--- config.mk ---
export PLATFORM = sky130hd
export DESIGN_NAME = json_string_unescaper
export DESIGN_NICKNAME = d
export VERILOG_FILES = /design/src/design/jsu_pkg.sv /design/src/design/jsu_decode.sv /design/src/design/json_string_unescaper.sv
export SDC_FILE = /design/constraint.sdc
export NUM_CORES = 1
export LEC_CHECK = 0
export BUFFER_PORTS_ARGS = -buffer_cell sky130_fd_sc_hd__buf_2
export CAP_MARGIN = 20
export CORE_UTILIZATION = 44
export DETAILED_ROUTE_END_ITERATION = 10
export SLEW_MARGIN = 20
export SYNTH_ARGS = -nofsm -noshare
export SYNTH_HDL_FRONTEND = slang
export SYNTH_HIERARCHICAL = 1
export SYNTH_SLANG_ARGS = --single-unit
--- constraint.sdc ---
create_clock -name clk -period 4 [get_ports clk]
set_input_delay 0.4 -clock clk [delete_from_list [all_inputs] [get_ports clk]]
set_output_delay 0.4 -clock clk [all_outputs]
set_load 0.02 [all_outputs]
--- src/design/jsu_pkg.sv ---
// ----------------------------------------------------------------------------
// jsu_pkg
// Types and constants shared by the JSON string unescaper.
// ----------------------------------------------------------------------------
package jsu_pkg;

    localparam logic [1:0] MODE_NORMAL  = 2'd0;
    localparam logic [1:0] MODE_ESCAPE  = 2'd1;
    localparam logic [1:0] MODE_UNICODE = 2'd2;

    localparam logic [7:0] CH_BACKSLASH = 8'h5C;
    localparam logic [7:0] CH_B         = 8'h62;
    localparam logic [7:0] CH_F         = 8'h66;
    localparam logic [7:0] CH_N         = 8'h6E;
    localparam logic [7:0] CH_R         = 8'h72;
    localparam logic [7:0] CH_T         = 8'h74;
    localparam logic [7:0] CH_U         = 8'h75;

    localparam logic [7:0] CTRL_BS = 8'h08;
    localparam logic [7:0] CTRL_FF = 8'h0C;
    localparam logic [7:0] CTRL_LF = 8'h0A;
    localparam logic [7:0] CTRL_CR = 8'h0D;
    localparam logic [7:0] CTRL_HT = 8'h09;

    localparam int MAX_RESULTS = 3;
    localparam logic [2:0] HEX_CHARS = 3'd4;

    typedef struct packed {
        logic [7:0] in_byte;
        logic       is_last;
    } text_item_t;

    typedef struct packed {
        logic [7:0] out_byte;
        logic       byte_valid;
        logic       run_last;
        logic       text_end;
        logic       bad_escape;
    } char_item_t;

    typedef struct packed {
        logic [1:0]  mode;
        logic [2:0]  hex_count;
        logic [15:0] hex_value;
        logic        run_open;
    } parse_state_t;

    localparam parse_state_t STATE_RESET = '{
        mode: MODE_NORMAL, hex_count: 3'd0, hex_value: 16'd0, run_open: 1'b1
    };

endpackage

--- src/design/jsu_decode.sv ---
// ----------------------------------------------------------------------------
// jsu_decode
// Decodes one escaped byte against the parse state into up to three
// result bytes and the next parse state.
// ----------------------------------------------------------------------------
module jsu_decode (
    input  jsu_pkg::text_item_t   item,
    input  jsu_pkg::parse_state_t state,
    output jsu_pkg::parse_state_t state_next,
    output jsu_pkg::char_item_t   results [jsu_pkg::MAX_RESULTS],
    output logic [1:0]            count
);

    logic [7:0]  bytes [jsu_pkg::MAX_RESULTS];
    logic [1:0]  n;
    logic        bad;
    logic        is_hex;
    logic [3:0]  digit;
    logic [15:0] value;
    logic [2:0]  cnt;
    logic [7:0]  ch;

    assign ch = item.in_byte;

    always_comb
    begin
        is_hex = 1'b1;
        digit  = 4'd0;
        if (ch inside {[8'h30:8'h39]})
        begin
            digit = ch[3:0];
        end
        else if (ch inside {[8'h61:8'h66], [8'h41:8'h46]})
        begin
            digit = ch[3:0] + 4'd9;
        end
        else
        begin
            is_hex = 1'b0;
        end
    end

    always_comb
    begin
        state_next = state;
        n          = 2'd0;
        bad        = 1'b0;
        bytes[0]   = ch;
        bytes[1]   = 8'd0;
        bytes[2]   = 8'd0;
        value      = (state.run_open && is_hex) ? {state.hex_value[11:0], digit}
                                                : state.hex_value;
        cnt        = state.hex_count + 3'd1;

        case (state.mode)
            jsu_pkg::MODE_ESCAPE:
            begin
                state_next.mode = jsu_pkg::MODE_NORMAL;
                if (ch == jsu_pkg::CH_U)
                begin
                    state_next = jsu_pkg::STATE_RESET;
                    state_next.mode = jsu_pkg::MODE_UNICODE;
                    bad = item.is_last;
                end
                else
                begin
                    n = 2'd1;
                    case (ch)
                        jsu_pkg::CH_B: bytes[0] = jsu_pkg::CTRL_BS;
                        jsu_pkg::CH_F: bytes[0] = jsu_pkg::CTRL_FF;
                        jsu_pkg::CH_N: bytes[0] = jsu_pkg::CTRL_LF;
                        jsu_pkg::CH_R: bytes[0] = jsu_pkg::CTRL_CR;
                        jsu_pkg::CH_T: bytes[0] = jsu_pkg::CTRL_HT;
                        default:       bytes[0] = ch;
                    endcase
                end
            end
            jsu_pkg::MODE_UNICODE:
            begin
                state_next.hex_value = value;
                state_next.run_open  = state.run_open && is_hex;
                state_next.hex_count = cnt;
                if (cnt >= jsu_pkg::HEX_CHARS)
                begin
                    state_next = jsu_pkg::STATE_RESET;
                    if (value < 16'h0080)
                    begin
                        n        = 2'd1;
                        bytes[0] = value[7:0];
                    end
                    else if (value < 16'h0800)
                    begin
                        n        = 2'd2;
                        bytes[0] = {3'b110, value[10:6]};
                        bytes[1] = {2'b10, value[5:0]};
                    end
                    else
                    begin
                        n        = 2'd3;
                        bytes[0] = {4'b1110, value[15:12]};
                        bytes[1] = {2'b10, value[11:6]};
                        bytes[2] = {2'b10, value[5:0]};
                    end
                end
                else
                begin
                    bad = item.is_last;
                end
            end
            default:
            begin
                state_next.mode = jsu_pkg::MODE_NORMAL;
                if (ch == jsu_pkg::CH_BACKSLASH)
                begin
                    state_next.mode = jsu_pkg::MODE_ESCAPE;
                end
                else
                begin
                    n = 2'd1;
                end
            end
        endcase

        if (item.is_last)
        begin
            state_next = jsu_pkg::STATE_RESET;
        end
    end

    always_comb
    begin
        count = (n == 2'd0 && item.is_last) ? 2'd1 : n;
        for (int i = 0; i < jsu_pkg::MAX_RESULTS; i++)
        begin
            results[i].out_byte   = (n == 2'd0) ? 8'd0 : bytes[i];
            results[i].byte_valid = (n != 2'd0);
            results[i].run_last   = (count == 2'(i + 1));
            results[i].text_end   = (count == 2'(i + 1)) && item.is_last;
            results[i].bad_escape = (count == 2'(i + 1)) && item.is_last && bad;
        end
    end

endmodule

--- src/design/json_string_unescaper.sv ---
// ----------------------------------------------------------------------------
// json_string_unescaper
// Streaming decoder for the body of a JSON string, with UTF-8 output.
// ----------------------------------------------------------------------------
// One escaped byte is taken per cycle while text_stall is low and decoded in
// the same cycle into a result buffer of three entries, which drains one byte
// per cycle while char_stall is low. Plain bytes and simple escapes sustain
// one byte per cycle unless the output stalls; a unicode escape that expands
// to two or three UTF-8 bytes holds off the next request while the buffer
// drains. Bytes that yield no result (backslash, escape digits) are absorbed.
module json_string_unescaper (
    input  logic                clk,
    input  logic                rst_n,
    input  logic                text_valid,
    output logic                text_stall,
    input  jsu_pkg::text_item_t text_item,
    output logic                char_valid,
    input  logic                char_stall,
    output jsu_pkg::char_item_t char_item
);

    jsu_pkg::parse_state_t state_reg;
    jsu_pkg::parse_state_t state_next;
    jsu_pkg::char_item_t   results [jsu_pkg::MAX_RESULTS];
    jsu_pkg::char_item_t   buf_reg [jsu_pkg::MAX_RESULTS];
    logic [1:0]            count;
    logic [1:0]            cnt_reg;
    logic                  take;
    logic                  accept;

    jsu_decode u_decode (
        .item       (text_item),
        .state      (state_reg),
        .state_next (state_next),
        .results    (results),
        .count      (count)
    );

    assign char_valid = (cnt_reg != 2'd0);
    assign char_item  = buf_reg[0];
    assign take       = char_valid && !char_stall;
    assign text_stall = (cnt_reg > 2'd1) || (cnt_reg == 2'd1 && char_stall);
    assign accept     = text_valid && !text_stall;

    always_ff @(posedge clk or negedge rst_n)
    begin
        if (!rst_n)
        begin
            state_reg <= jsu_pkg::STATE_RESET;
            cnt_reg   <= 2'd0;
        end
        else
        begin
            if (accept)
            begin
                state_reg <= state_next;
                cnt_reg   <= count;
            end
            else if (take)
            begin
                cnt_reg <= cnt_reg - 2'd1;
            end
        end
    end

    always_ff @(posedge clk)
    begin
        if (accept)
        begin
            buf_reg <= results;
        end
        else if (take)
        begin
            buf_reg[0] <= buf_reg[1];
            buf_reg[1] <= buf_reg[2];
        end
    end

endmodule

# Word level (Yosys, flattened, before mapping)
# Cells that the tools add are included.
# totals
ff_bits	60
output_inout_bits	14
wordCells	114
inputBits	13
# classes
eq_ne	15
n_bitwise	2
magnitude_cmp	10
addsub	3
n_mux	36
n_reduce_logical	27
# ops
operator	n
2-to-1 mux 24 bit	3
2-to-1 mux 22 bit	3
== test 8 x 7 -> 1 bit (second input constant)	7
2-to-1 mux 16 bit	3
2-to-1 mux 8 bit	5
one-hot mux 20 bit (2 select lines)	1
one-hot mux 8 bit (5 select lines)	1
greater-or-equal comparator 8 x 7 -> 1 bit (second input constant)	2
less-or-equal comparator 8 x 7 -> 1 bit (second input constant)	2
less-than comparator 16 x 12 -> 1 bit (second input constant)	1
less-than comparator 16 x 8 -> 1 bit (second input constant)	1
one-hot mux 8 bit (2 select lines)	1
logical AND 1 bit	14
2-to-1 mux 14 bit	1
2-to-1 mux 2 bit	5
greater-or-equal comparator 8 x 6 -> 1 bit (second input constant)	1
less-or-equal comparator 8 x 6 -> 1 bit (second input constant)	1
2-to-1 mux 1 bit	8
2-to-1 mux 4 bit	2
one-hot mux 2 bit (2 select lines)	2
nonzero test 2 bit	4
== test 2 x 1 -> 1 bit (second input constant)	3
== test 2 bit (second input constant)	3
!= test 3 x 2 -> 1 bit (second input constant)	2
15 further kinds	17

# Depth between registers and ports, before layout
# logic_depth
word_depth	19
mapped_depth	11
depth_no_buf	10

# Hierarchy
# The synthesis kept the hierarchy.
# by_module_without_submodules
mod	area_each_um2	seq_area_each_um2	n_inst	cells_each
json_string_unescaper	2637.5	1682.9	1	138
jsu_decode	1810.5	0.0	1	296

# Least setup slack after synthesis
# No wires, ideal clock.
# synth_path
path_type	register -> register
from	register cnt_reg[0]
to	register buf_reg[12] (netlist name) (enable)
setup_slack_ns	1.211
arrival_ns	2.350
t_required_ns	3.562
stages_incl_launch_ff	4
synth_period_minus_slack_ns	2.789
path_cell_list	dfrtp_1 -> inv_1 -> ha_1 -> o21ai_0
# synth_between
elab_chain_len	6
# synth_lines
element	line	text
from (decl)	json_string_unescaper.sv:27	logic [1:0] cnt_reg;
from (signal assigned)	json_string_unescaper.sv:57	cnt_reg <= count;
from (signal assigned)	json_string_unescaper.sv:61	cnt_reg <= cnt_reg - 2'd1;
== test 2 x 1 -> 1 bit	json_string_unescaper.sv:42	assign text_stall = (cnt_reg > 2'd1) || (cnt_reg == 2'd1 && char_stall);
logical AND 1 bit	json_string_unescaper.sv:42	
logical OR 1 bit	json_string_unescaper.sv:42	
zero test 1 bit	json_string_unescaper.sv:43	assign accept = text_valid && !text_stall;
logical AND 1 bit	json_string_unescaper.sv:43	
nonzero test 2 bit (no source line) *	-	
to (signal assigned)	json_string_unescaper.sv:70	buf_reg <= results;
to (decl)	json_string_unescaper.sv:25	jsu_pkg::char_item_t buf_reg [jsu_pkg::MAX_RESULTS];
# Every way passes the cells marked *; elsewhere a longest branch is shown, timed or not.
# A chain may end at the register's enable or synchronous reset.

==> metrics.md <==
| Metric | Value |
|---|---|
| Outcome | finished clean |
| Clock buffer depth | 2 |
| Drt via density | 6.11 |
| R2r endpoint | char_item[4]$_DFFE_PP_ |
| Drt drc | 0 |
| Max FFs per register | 24 |
| CP Cell Sequence | buf_2, inv_1, ha_1, or3b_1, and3_1, o21ai_2, o21ai_1, o211a_1, o221a_2, mux2_4 |
| Length in cells of the worst reg-to-reg path | 8 |
| Achievable frequency | 323 MHz |
| Skew final | 0.0145 ns |
| Die Wd | 103 um |
| Final wirelength | 11900 um |
| Post-CTS Setup Inserts | 0 |
| CP startpoint kind | input port |
| Slew @ Worst Pin | 0.746 ns |
| Post-CTS Hold Buffers | 0 |
| TritonRoute pass-1 iters | 5 |
| Dpl ws | 0.639 ns |
| Die Y | 103 um |
| Row count | 36 |
| Root Buffer | clkbuf_8 |
| GRT Util Overall | 23.6% |
| Max VDD drop | 0.245 mV |
| Power per Cell Area | 429 nW/um^2 |
| Setup violators final | 0 |
| TNS Setup | 0 ns |
| Post-cts resize count | 0 |
| Largest net degree at the start of global routing | 37 |
| Unrepaired setup endpoints after global routing | false |
| Path type of the worst min-delay path | input port to async pin |
| Layout area overhead | 7.57% |
| Dominant synthesized flop cell | edfxtp_1 |
| Avg Cell Area, Syn | 10.2 um^2 |
| Min Tclk post-route | 3.10 ns |
| CTS buffer count | 9 |
| I/O pins | 27 |
| Synth Register Bits | 60 |
| CTS tree | done |
| Hold Fails Final Rpt | 0 |
| Number of flops mapped to enable cells by yosys | 36 |
| Most frequent cells in the layout | mux2_4 (48), nor2_1 (39), edfxtp_1 (36) |
| Routed Antenna Nets | 0 |
| Finished Layout Cells | 579 |
| Die area | 10500 um^2 |
| Initial antenna violation count | 0 |
| Setup ws final | 0.903 ns |
| Initial core utilization | 45.5% |
| Vias | 3536 |
| Lkg Pwr | 1.96 nW |
| Layout cell share with drive strength beyond 1 | 26.2% |
| Crit path capture type | flip-flop |
| Worst EP arrival | 3.18 ns |
| Final core occ | 49.0% |
| First-pass GRT wire length | 18600 um |
| Power Total | 2.05 mW |
| Clock-pin slew on the worst setup and hold paths | 0.08 ns |
| WL/cell | 20.6 um |
| Max cap viols | 0 |
| Worst reg2reg startpoint | state_reg[17]$_DFFE_PN0P_ |
| Htree depth | 3 |
| Crit path largest cell delay | 0.51 ns |
| Vias in the first global route | 3289 |
| Final GP Congestion | 0.913 |
| Iter 0 DRT Violations | 323 |
| CP Class | input port to flip-flop |
| IO buf count | 26 |
| Placed insts | 563 |
| Crit-path max FO | 13 |
| Final #Nets | 463 |
| Syn Inst Count | 434 |
| Final slew viol count | 0 |
| Post-synth cell types | 73 |
| Register-to-register setup slack | 1.11 ns |
| Grt ovf | 0 |
| Placement Cell Area | 4560 um^2 |
| Final cycle utilization of the critical path | 77.4% |
| Most common cell after layout, fill and taps aside | mux2_4 |
| Detail Placement HPWL | 8380 um |
| Sink Count | 60 |
| CP max stage cell | o21ai_2 |
| WP data required | 4.08 ns |
| ANT cells | 0 |
| Worst slew margin | 49.9% |
| Mapped Area | 4450 um^2 |
| Core area | 9770 um^2 |
| Seq/Total Area, Yosys | 37.8% |
| Finished Cell Area | 4780 um^2 |
| Clk_lat worst skew | 0.34 ns |
| Hold WS | 0.0523 ns |
| Synth async-reset ratio | 40.0% |
| Number of warning messages in the yosys log | 6 |
-- per-layer routing --
metal	track usage (%)	wire length [um]	vias up
li1	-	-	1622
met1	32.2	5330	1724
met2	37.5	5490	168
met3	4.54	838	22
met4	7.58	240	0
met5	0	0	-
-- power breakdown --
part / switching (mW) / leakage (nW) / internal, mW
Clock: 0.280 / 0.110 / 0.354
Combinational: 0.314 / 1.17 / 0.243
Sequential: 0.0376 / 0.681 / 0.823
-- how the worst max path moves through the flow --
stage,start,endpoint,cells after the start
finish,text_item[2],char_item[4]$_DFFE_PP_,10
global route,text_item[1],char_item[4]$_DFFE_PP_,10
CTS,text_item[1],char_item[4]$_DFFE_PP_,10
detailed placement,text_item[1],char_item[4]$_DFFE_PP_,10
global placement,text_item[1],char_item[4]$_DFFE_PP_,10
floorplan,cnt_reg[0]$_DFFE_PN0P_,buf_reg[12]$_DFFE_PP_,3
-- final cells by class --
type / count / area [um^2]
Multi-Input combinational cell: 313 / 2440
Sequential cell: 60 / 1680
Clock buffer: 9 / 124
Inverter: 23 / 86.3
Fill cell: 907 / 4990
Tap cell: 133 / 166
Clock inverter: 7 / 98.8
Timing Repair Buffer: 34 / 190
-- worst max-delay path, delay by kind of cell --
kind | cells | cell delay, ns
AO/OA/AOI/OAI | 4 | 1.25
AND/OR/NAND/NOR | 2 | 0.72
buffers and inverters | 2 | 0.29
adder cells (fa/ha/maj) | 1 | 0.26
multiplexers | 1 | 0.26
-- kinds of logic after synthesis --
group	synth area share [%]
compound gates	18.9
xor+xnor	0.591
fa+ha+maj	2.53
buf+inv	7.68
flops	37.8
mux	17.4
other cells	0.0843
simple gates	15.0
-- cell usage after synthesis (2+ instances only) --
master,n,share of area [%]
nor4_1,3,0.42
and3_1,4,0.56
a22oi_1,19,3.2
buf_6,5,1.3
nand3b_1,6,1.0
o21a_1,3,0.51
or3_1,2,0.28
o221ai_1,4,0.79
a21oi_1,28,3.2
or2_2,2,0.28
nand4_1,3,0.42
a32oi_1,3,0.59
mux2i_1,4,0.90
nand3_1,16,1.8
ha_1,9,2.5
a21boi_0,2,0.34
nand2_1,24,2.0
buf_4,17,2.9
clkbuf_1,10,0.84
dfrtp_1,23,13
o22ai_1,2,0.28
nand2b_1,3,0.42
a22o_1,2,0.39
and2_1,4,0.56
inv_1,22,1.9
a31oi_1,2,0.28
nor2b_1,2,0.28
mux2_4,48,16
nor3_1,6,0.68
o211ai_1,9,1.5
o211a_1,2,0.45
o211ai_4,2,0.96
a311oi_1,2,0.39
o21ai_0,19,2.1
nor2_1,39,3.3
xnor2_1,2,0.39
o21ai_2,2,0.39
edfxtp_1,36,24
buf_2,6,0.68
o2111ai_1,3,0.59
nand2_2,2,0.28
(Power assumes the default switching activity.)
